--- src/rtl/core/rkbx_pkg.sv ---
package rkbx_pkg;

    localparam int KEY_BYTES = 16;
    localparam int KEY_W     = 8 * KEY_BYTES;
    localparam int ADDR_W    = 6;
    localparam int DATA_W    = 64;

    // Register indexes, at byte address 8 * index.
    localparam logic [2:0] REG_KEY_A_LO   = 3'd0;
    localparam logic [2:0] REG_KEY_A_HI   = 3'd1;
    localparam logic [2:0] REG_KEY_B_LO   = 3'd2;
    localparam logic [2:0] REG_KEY_B_HI   = 3'd3;
    localparam logic [2:0] REG_START_KEY  = 3'd4;
    localparam logic [2:0] REG_START_PA   = 3'd5;
    localparam logic [2:0] REG_START_PB   = 3'd6;
    localparam logic [2:0] REG_START_SWAP = 3'd7;

    // Position limits of the update rule.
    localparam logic [4:0] PA_LAST       = 5'h0F;
    localparam logic [4:0] PB_WRAP_LIMIT = 5'h0C;
    localparam logic [4:0] PB_SEED_LIMIT = 5'h08;
    localparam logic [6:0] KEY_NUM_STEP  = 7'd2;
    localparam logic [3:0] SEED_B_OFFSET = 4'd2;
    localparam logic [3:0] SEED_A_OFFSET = 4'd3;

    // Reciprocals that are exact for every 7-bit dividend.
    localparam logic [7:0] RECIP7  = 8'd147;   // 2^10 / 7, rounded up
    localparam logic [7:0] RECIP12 = 8'd171;   // 2^11 / 12, rounded up

    typedef struct packed {
        logic [KEY_W-1:0] key_a;
        logic [KEY_W-1:0] key_b;
        logic [6:0]       start_key_number;
        logic [3:0]       start_pos_a;
        logic [3:0]       start_pos_b;
        logic             start_swap;
    } cfg_t;

    typedef struct packed {
        logic [6:0] key_number;
        logic [3:0] pos_a;
        logic [3:0] pos_b;
        logic       swap_flag;
    } key_state_t;

    function automatic logic [2:0] mod7(input logic [6:0] k);
        logic [14:0] prod;
        logic [4:0]  q;
        logic [6:0]  r;
        prod = k * RECIP7;
        q    = prod[14:10];
        r    = k - 7'(q) * 7'd7;
        return r[2:0];
    endfunction

    function automatic logic [3:0] mod12(input logic [6:0] k);
        logic [14:0] prod;
        logic [3:0]  q;
        logic [6:0]  r;
        prod = k * RECIP12;
        q    = prod[14:11];
        r    = k - 7'(q) * 7'd12;
        return r[3:0];
    endfunction

    function automatic logic [7:0] key_byte(input logic [KEY_W-1:0] key,
                                             input logic [3:0] idx);
        return key[{idx, 3'b000} +: 8];
    endfunction

endpackage

--- src/rtl/core/rkbx_cfg_regs.sv ---
module rkbx_cfg_regs (
    input  logic                        clk,
    input  logic                        rst_n,
    input  logic                        psel,
    input  logic                        penable,
    input  logic                        pwrite,
    input  logic [rkbx_pkg::ADDR_W-1:0] paddr,
    input  logic [rkbx_pkg::DATA_W-1:0] pwdata,
    output logic [rkbx_pkg::DATA_W-1:0] prdata,
    output logic                        pready,
    output rkbx_pkg::cfg_t              cfg
);

    rkbx_pkg::cfg_t cfg_reg;
    logic [2:0]     idx;
    logic           wr_en;

    assign idx    = paddr[5:3];
    assign wr_en  = psel && penable && pwrite;
    assign pready = 1'b1;
    assign cfg    = cfg_reg;

    always_ff @(posedge clk or negedge rst_n) begin
        if (!rst_n) begin
            cfg_reg <= '0;
        end
        else if (wr_en) begin
            case (idx)
                rkbx_pkg::REG_KEY_A_LO:   cfg_reg.key_a[63:0]      <= pwdata;
                rkbx_pkg::REG_KEY_A_HI:   cfg_reg.key_a[127:64]    <= pwdata;
                rkbx_pkg::REG_KEY_B_LO:   cfg_reg.key_b[63:0]      <= pwdata;
                rkbx_pkg::REG_KEY_B_HI:   cfg_reg.key_b[127:64]    <= pwdata;
                rkbx_pkg::REG_START_KEY:  cfg_reg.start_key_number <= pwdata[6:0];
                rkbx_pkg::REG_START_PA:   cfg_reg.start_pos_a      <= pwdata[3:0];
                rkbx_pkg::REG_START_PB:   cfg_reg.start_pos_b      <= pwdata[3:0];
                rkbx_pkg::REG_START_SWAP: cfg_reg.start_swap       <= pwdata[0];
                default: ;
            endcase
        end
    end

    always_comb begin
        case (idx)
            rkbx_pkg::REG_KEY_A_LO:   prdata = cfg_reg.key_a[63:0];
            rkbx_pkg::REG_KEY_A_HI:   prdata = cfg_reg.key_a[127:64];
            rkbx_pkg::REG_KEY_B_LO:   prdata = cfg_reg.key_b[63:0];
            rkbx_pkg::REG_KEY_B_HI:   prdata = cfg_reg.key_b[127:64];
            rkbx_pkg::REG_START_KEY:  prdata = {57'd0, cfg_reg.start_key_number};
            rkbx_pkg::REG_START_PA:   prdata = {60'd0, cfg_reg.start_pos_a};
            rkbx_pkg::REG_START_PB:   prdata = {60'd0, cfg_reg.start_pos_b};
            rkbx_pkg::REG_START_SWAP: prdata = {63'd0, cfg_reg.start_swap};
            default:                  prdata = '0;
        endcase
    end

endmodule

--- src/rtl/core/rkbx_keystream.sv ---
module rkbx_keystream (
    input  logic                   clk,
    input  logic                   rst_n,
    input  logic                   advance,
    input  logic                   first_of_file,
    input  rkbx_pkg::cfg_t         cfg,
    output rkbx_pkg::key_state_t   cur,
    output rkbx_pkg::key_state_t   held
);

    rkbx_pkg::key_state_t state_reg;
    rkbx_pkg::key_state_t state_next;
    logic [4:0]           pa;
    logic [4:0]           pb;
    logic [6:0]           k;

    // A first word of a file runs from the start registers, not the held state.
    always_comb begin
        if (first_of_file) begin
            cur.key_number = cfg.start_key_number;
            cur.pos_a      = cfg.start_pos_a;
            cur.pos_b      = cfg.start_pos_b;
            cur.swap_flag  = cfg.start_swap;
        end
        else begin
            cur = state_reg;
        end
    end

    assign held = state_reg;

    always_comb begin
        pa         = {1'b0, cur.pos_a} + 5'd1;
        pb         = {1'b0, cur.pos_b} + 5'd1;
        k          = cur.key_number + rkbx_pkg::KEY_NUM_STEP;
        state_next = cur;
        if (pa <= rkbx_pkg::PA_LAST) begin
            state_next.pos_a = pa[3:0];
            if (pb > rkbx_pkg::PB_WRAP_LIMIT) begin
                state_next.pos_b     = 4'd0;
                state_next.swap_flag = !cur.swap_flag;
            end
            else begin
                state_next.pos_b = pb[3:0];
            end
        end
        else if (pb <= rkbx_pkg::PB_SEED_LIMIT) begin
            state_next.pos_a     = 4'd0;
            state_next.pos_b     = pb[3:0];
            state_next.swap_flag = !cur.swap_flag;
        end
        else begin
            // Both positions ran out: step the key number and re-seed.
            state_next.key_number = k;
            if (cur.swap_flag) begin
                state_next.pos_a     = {1'b0, rkbx_pkg::mod7(k)};
                state_next.pos_b     = rkbx_pkg::mod12(k) + rkbx_pkg::SEED_B_OFFSET;
                state_next.swap_flag = 1'b0;
            end
            else begin
                state_next.pos_b     = {1'b0, rkbx_pkg::mod7(k)};
                state_next.pos_a     = rkbx_pkg::mod12(k) + rkbx_pkg::SEED_A_OFFSET;
                state_next.swap_flag = 1'b1;
            end
        end
    end

    always_ff @(posedge clk or negedge rst_n) begin
        if (!rst_n) begin
            state_reg <= '0;
        end
        else if (advance) begin
            state_reg <= state_next;
        end
    end

endmodule

--- src/rtl/core/rolling_key_byte_xor_cipher_core.sv ---
// Rolling-key byte cipher: a byte is XORed with the key number and a key B byte,
// nibble-swapped while the swap flag is set, then XORed with a key A byte. Load
// the two 16-byte keys and the start counters over the register port, then send
// bytes; mark the first byte of each file with first_of_file so the key number,
// positions and swap flag are reloaded from the start registers. The core takes
// one word per clock and delivers each result from its output register in the
// cycle after acceptance; the key state steps on each accepted byte, so the rate
// is one byte per cycle while the output side does not stall. A stalled result
// holds the input side back only while the output register is full and stalled.
module rolling_key_byte_xor_cipher_core (
    input  logic                        clk,
    input  logic                        rst_n,
    input  logic                        psel,
    input  logic                        penable,
    input  logic                        pwrite,
    input  logic [rkbx_pkg::ADDR_W-1:0] paddr,
    input  logic [rkbx_pkg::DATA_W-1:0] pwdata,
    output logic [rkbx_pkg::DATA_W-1:0] prdata,
    output logic                        pready,
    input  logic                        in_valid,
    output logic                        in_stall,
    input  logic [7:0]                  in_byte,
    input  logic                        first_of_file,
    output logic                        out_valid,
    input  logic                        out_stall,
    output logic [7:0]                  out_byte
);

    rkbx_pkg::cfg_t       cfg;
    rkbx_pkg::key_state_t cur;
    rkbx_pkg::key_state_t held;
    logic                 accept;
    logic                 out_valid_reg;
    logic                 out_valid_next;
    logic [7:0]           out_byte_reg;
    logic [7:0]           out_byte_next;
    logic [7:0]           mixed;
    logic [7:0]           swapped;

    rkbx_cfg_regs u_cfg (
        .clk     (clk),
        .rst_n   (rst_n),
        .psel    (psel),
        .penable (penable),
        .pwrite  (pwrite),
        .paddr   (paddr),
        .pwdata  (pwdata),
        .prdata  (prdata),
        .pready  (pready),
        .cfg     (cfg)
    );

    rkbx_keystream u_keys (
        .clk           (clk),
        .rst_n         (rst_n),
        .advance       (accept),
        .first_of_file (first_of_file),
        .cfg           (cfg),
        .cur           (cur),
        .held          (held)
    );

    assign in_stall = out_valid_reg && out_stall;
    assign accept   = in_valid && !in_stall;

    always_comb begin
        mixed         = in_byte ^ {1'b0, cur.key_number}
                        ^ rkbx_pkg::key_byte(cfg.key_b, cur.pos_b);
        swapped       = cur.swap_flag ? {mixed[3:0], mixed[7:4]} : mixed;
        out_byte_next = swapped ^ rkbx_pkg::key_byte(cfg.key_a, cur.pos_a);
    end

    always_comb begin
        out_valid_next = out_valid_reg;
        if (accept) begin
            out_valid_next = 1'b1;
        end
        else if (!out_stall) begin
            out_valid_next = 1'b0;
        end
    end

    always_ff @(posedge clk or negedge rst_n) begin
        if (!rst_n) begin
            out_valid_reg <= 1'b0;
        end
        else begin
            out_valid_reg <= out_valid_next;
        end
    end

    always_ff @(posedge clk) begin
        if (accept) begin
            out_byte_reg <= out_byte_next;
        end
    end

    assign out_valid = out_valid_reg;
    assign out_byte  = out_byte_reg;

    // Every accepted word shows up at the output on the next cycle.
    a_accept_gives_word: assert property (@(posedge clk) disable iff (!rst_n)
        accept |=> out_valid)
        else $error("accepted word did not reach the output register");

    // No word appears without an accepted input or a held, stalled one.
    a_no_invented_word: assert property (@(posedge clk) disable iff (!rst_n)
        !accept && !(out_valid && out_stall) |=> !out_valid)
        else $error("output word appeared without an accepted input");

    // The key number does not move on an accepted word that starts no file while position A has not run out.
    a_key_number_steps: assert property (@(posedge clk) disable iff (!rst_n)
        accept && !first_of_file && held.pos_a != 4'hF |=>
        held.key_number == $past(held.key_number))
        else $error("key number changed before key A position ran out");

    // Without an accepted word the key state stays put.
    a_state_holds: assert property (@(posedge clk) disable iff (!rst_n)
        !accept |=> held == $past(held))
        else $error("key state changed without an accepted word");

endmodule
--- config.mk ---
export PLATFORM = sky130hd
export DESIGN_NAME = rolling_key_byte_xor_cipher_core
export DESIGN_NICKNAME = d
export VERILOG_FILES = /design/src/rtl/core/rkbx_pkg.sv /design/src/rtl/core/rkbx_cfg_regs.sv /design/src/rtl/core/rkbx_keystream.sv /design/src/rtl/core/rolling_key_byte_xor_cipher_core.sv
export SDC_FILE = /design/constraint.sdc
export NUM_CORES = 1
export LEC_CHECK = 0
export BUFFER_PORTS_ARGS = -buffer_cell sky130_fd_sc_hd__buf_2
export CAP_MARGIN = 20
export CORE_MARGIN = 8
export CORE_UTILIZATION = 40
export CTS_BUF_LIST = sky130_fd_sc_hd__clkbuf_16
export CTS_CLUSTER_DIAMETER = 60
export DETAILED_ROUTE_END_ITERATION = 12
export PLACE_DENSITY_LB_ADDON = 0.12
export SLEW_MARGIN = 40
export SYNTH_ARGS = -nofsm -noshare
export SYNTH_HDL_FRONTEND = slang
export SYNTH_HIERARCHICAL = 1
export SYNTH_SLANG_ARGS = --single-unit
--- constraint.sdc ---
create_clock -name clk -period 18.6 [get_ports clk]
set_input_delay 3.72 -clock clk [delete_from_list [all_inputs] [get_ports clk]]
set_output_delay 3.72 -clock clk [all_outputs]
set_load 0.02 [all_outputs]
=== Word level (Yosys, flattened, before mapping) ===
Cells that the tools add are included.

* $lt $le $gt $ge: 3
* Eq/ne operators: 8
* $add $sub $neg: 7
* Reduce and logical (&&, ||, !) cells: 15
* Bitwise gates (word level): 3
* Multipliers: 4
* Mux-type cells: 12
* Shifts and indexed selects: 2

{| class="wikitable"
|+ Operators with widths
! cell !! number
|-
| $pmux W64 S8 || 1
|-
| $shiftx A128 B8 Y8 || 2
|-
| $mul A7 B8 Y15 const B || 2
|-
| $mux W9 || 3
|-
| $mux W16 || 1
|-
| $reduce_and A2 Y1 || 8
|-
| $xor A8 B8 Y8 || 2
|-
| $mux W7 || 2
|-
| $eq A3 B3 Y1 const B || 4
|-
| $add A4 B1 Y5 const B || 2
|-
| $le A5 B4 Y1 const B || 2
|-
| $add A4 B2 Y4 const B || 2
|-
| $mux W8 || 1
|-
| $xor A8 B7 Y8 || 1
|-
| $add A7 B2 Y7 const B || 1
|-
| $eq A3 B2 Y1 const B || 2
|-
| $gt A5 B4 Y1 const B || 1
|-
| $mul A5 B3 Y3 const B || 1
|-
| $logic_and A1 B1 Y1 || 4
|-
| $mul A4 B2 Y2 const B || 1
|-
| $mux W4 || 1
|-
| $sub A4 B4 Y4 || 1
|-
| $eq A3 B1 Y1 const B || 1
|-
| $logic_not A3 Y1 || 1
|-
| other kinds (4) || 7
|}

* Output and inout port bits: 75
* Bits in registers: 297
* Input bits: 86

=== Longest topological paths before layout ===
* Depth in word-level cells: 9
* Depth in mapped cells: 33
* Gate-level depth less buffers: 30

=== Hierarchy ===
The synthesis kept the hierarchy.

{| class="wikitable"
|+ Modules (own cells, without submodules)
! module !! cells an instance !! times used !! area each (µm²)
|-
| rkbx_cfg_regs || 774 || 1 || 12264.3
|-
| rkbx_keystream || 344 || 1 || 3284.4
|-
| rolling_key_byte_xor_cipher_core || 182 || 1 || 2541.2
|}

=== Worst setup path before layout ===
OpenSTA, ideal clock, no wires.

* Kind: input -> register
* From: input first_of_file
* To: register u_keys.state_reg (netlist bit u_keys/held[3])
* Buffers on the path: 3
* Setup slack: 7.808 ns
* Data required time: 18.474 ns
* Stages: 33
* Arrival: 10.666 ns
* Cell sequence: buf_6 buf_6 buf_2 mux2i_2 inv_1 ha_1 a21boi_2 xnor2_1 inv_1 ha_1 inv_1 fa_1 inv_1 ha_1 inv_1 fa_1 inv_1 ha_1 a211o_1 a41o_1 nand2_1 nand2b_1 a21oi_1 xnor2_1 ha_1 inv_1 fa_1 xnor2_1 xnor3_1 xnor3_1 a221o_1 a21o_1 a221o_1

{| class="wikitable"
|+ RTL lines
! element !! line !! source
|-
| from (decl) || rolling_key_byte_xor_cipher_core.sv:23 || <nowiki>input logic first_of_file,</nowiki>
|-
| to (signal assigned) || rkbx_keystream.sv:73 || <nowiki>state_reg <= state_next;</nowiki>
|-
| to (decl) || rkbx_keystream.sv:11 || <nowiki>rkbx_pkg::key_state_t state_reg;</nowiki>
|}

==> flow_metrics.py <==
metrics = {
    "outcome": {
        "status": "finished clean",
    },
    "critical_path": {
        "slowest_delay_ns": 0.55,
        "endpoint_kind": "flip-flop",
        "cp.arrival_ns": 11.23,
        "required_ns": 19.04,
        "startpoint_type": "input port",
        "crit_type": "in -> reg",
        "cp_common_cell": "inv_1",
        "cpMaxStageDelayCell": "xnor2_1",
        "crit_fanout": 23,
    },
    "cts": {
        "cts-hold-fix-buffers": 0,
        "clock_sinks": 297,
        "postCtsSetupRepairBufs": 0,
        "clk_pin_slew_ns": 0.06,
        "cts-root-buf": "clkbuf_16",
        "numCtsBuffers": 38,
        "htree_levels": 2,
        "cts_buffer_depth": 3,
        "clk_latency_ns": 0.55,
        "cts_resized": 0,
        "cts_tree": "yes",
    },
    "yosys": {
        "synth_async_sr_flop_share": 0.973,
        "ys_seq_elements": 297,
        "yosysTopAreaCell": "dfrtp_1",
        "synth.avg_cell_area_sq_um": 13.9,
        "yosys.area_share.simple": 0.0590,
        "syn_nets": 1471,
        "synthMuxAreaShare": 0.357,
        "syn_inst": 1300,
        "synth_top_family_by_area": "multiplexers",
        "yosysMostFrequentCell": "dfrtp_1",
        "synth_xor_area_frac": 0.0316,
        "ys.flop_type": "dfrtp_1",
        "yosysSeqAreaShare": 0.413,
        "synthTopCellsByArea": "dfrtp_1, mux4_2, mux2_2",
        "synth_top_cell_area_share": 0.400,
        "ys_warn_count": 6,
        "synth_compound_area_frac": 0.0382,
        "synthDistinctLibCells": 76,
        "yosys.area_share.adder": 0.0642,
        "synth_area_sq_um": 18100,
        "synth_edf_count": 8,
        "ys_top_cells_by_count": "dfrtp_1, mux2_2, mux4_2",
    },
    "finish": {
        "drive_above_1_share": 0.398,
        "final_nets": 1604,
        "area_growth_pct": 13.8,
        "largest_reg_flops": 272,
        "fillers": 4094,
        "fin_cells": 2060,
    },
    "timing": {
        "min_period_ns": 10.80,
        "period_share": 0.580,
        "drv_slew": 0,
        "rsz0062_at_grt": "false",
        "max_freq_mhz": 92.6,
        "finClkSkew_ns": 0.0126,
        "hold_viol": 0,
        "worstMarginPinSlew_ns": 0.752,
        "tns_ns": 0,
        "setup_viol": 0,
        "whs_ns": 0.506,
        "relSlewSlack": 0.495,
    },
    "floorplan": {
        "dieArea_sq_um": 52300,
        "start_util": 0.402,
        "rows": 78,
        "coreArea_sq_um": 45000,
        "io-pin-count": 161,
        "fp.dieW_um": 229,
        "fp.dieH_um": 229,
    },
    "global_routing": {
        "track_usage": 0.202,
        "grt-ovfl-total": 0,
        "antenna_found_initial": 9,
        "grt_max_degree": 100,
        "grt_pass1_wl_mm": 81.1,
        "grt_pass1_vias": 12400,
    },
    "place": {
        "dp_hpwl_mm": 36.4,
        "dp.cells": 1992,
        "gp_congestion": 0.797,
        "io_buffers": 156,
    },
    "power_and_ir_drop": {
        "power.total_mw": 3.25,
        "ir_drop_mv": 0.185,
        "p_per_area_nw_per_um2": 158,
        "leakage_nw": 9.38,
    },
    "route": {
        "ant_nets": 0,
        "drtIter0Drc": 708,
        "first_pass_iters": 5,
        "drcViolationCount": 0,
        "vias": 11600,
        "avgRoutedWirePerCell_um": 25.6,
        "totalWireLength_mm": 52.8,
        "viasPerCell": 5.63,
    },
    "hold_path": {
        "hold_class": "reg -> reg",
    },
    "flow_run": {
        "max_cap_violations": 0,
    },
}
## path summary, 6_finish.rpt
check	startpoint	slack, ns	depth (start not counted)	to
worst min-delay path	u_keys/held[6]	0.51	1	u_keys/held[6]
max in group asynchronous	rst_n	14.36	3	u_cfg/cfg[188]
min in group asynchronous	rst_n	3.03	1	u_cfg/cfg[174]
worst min register to register	u_keys/held[6]	0.51	1	u_keys/held[6]
worst max register to register	u_cfg/cfg[11]	11.18	30	u_keys/held[3]
worst max-delay path	first_of_file	7.80	31	u_keys/held[3]
## per-layer routing
layer,GRT usage,wire length [um],up-vias,part of all wire
met5,0,76,-,0.0014
met4,0.0503,987,12,0.019
met3,0.0347,2310,71,0.044
met2,0.319,24600,243,0.47
met1,0.285,24800,6128,0.47
li1,-,-,5151,-
## per-stage QoR
stage	worst slack, ns	util	area [sq um]
2_1_floorplan	7.81	-	18100
3_3_place_gp	7.23	0.430	19300
3_5_place_dp	7.19	0.431	19400
4_1_cts	7.76	0.456	20500
5_1_grt	7.31	0.457	20600
6_report	7.80	0.457	20600
## placed cells by master, fill, tap and decap left out, types with 8 or more instances in the layout
master,n
a21oi_1,19
o21ai_0,15
xor2_1,8
nand3_1,22
mux2_1,77
buf_4,11
mux4_2,129
mux2i_1,33
clkbuf_16,39
inv_1,66
dfrtp_1,289
buf_2,152
xnor2_1,40
fa_1,13
ha_1,72
edfxtp_1,8
nor2b_1,64
a22oi_1,14
nand2_1,19
mux2_2,204
nor2_1,25
nand2b_1,8
buf_6,9
## cell families after synthesis
family                     after synthesis
AOI/OAI and AO/OA                       98
xor gates and xnor gates                55
adders and majority gates               85
buffers and inverters                  140
DFF                                    297
muxes                                  447
other                                    1
and+or+nand+nor                        177
## critical path, delay by kind of cell
family,cells,cell delay [ns]
adders and majority gates,8,2.58
xor gates and xnor gates,5,1.30
and+or+nand+nor,2,0.18
buffers and inverters,8,1.28
muxes,1,0.37
AOI/OAI and AO/OA,7,1.75
## final cells by class
cell class                      instances  area [sq um]  area share
Timing Repair Buffer                  174           987      0.0480
Multi-Input combinational cell        863          9990       0.485
Clock inverter                         26           181     0.00882
Antenna cell                            2          5.00    0.000243
Clock buffer                           39           976      0.0474
Inverter                               59           221      0.0108
Sequential cell                       297          7470       0.363
Tap cell                              600           751      0.0365
## power by group
part	switching (mW)	internal [mW]	total, mW
Clock	0.287	0.407	0.694
Sequential	0.114	0.798	0.913
Combinational	0.839	0.801	1.64
Total	1.24	2.01	3.25
Note: power is estimated with default switching activity, not from simulation.
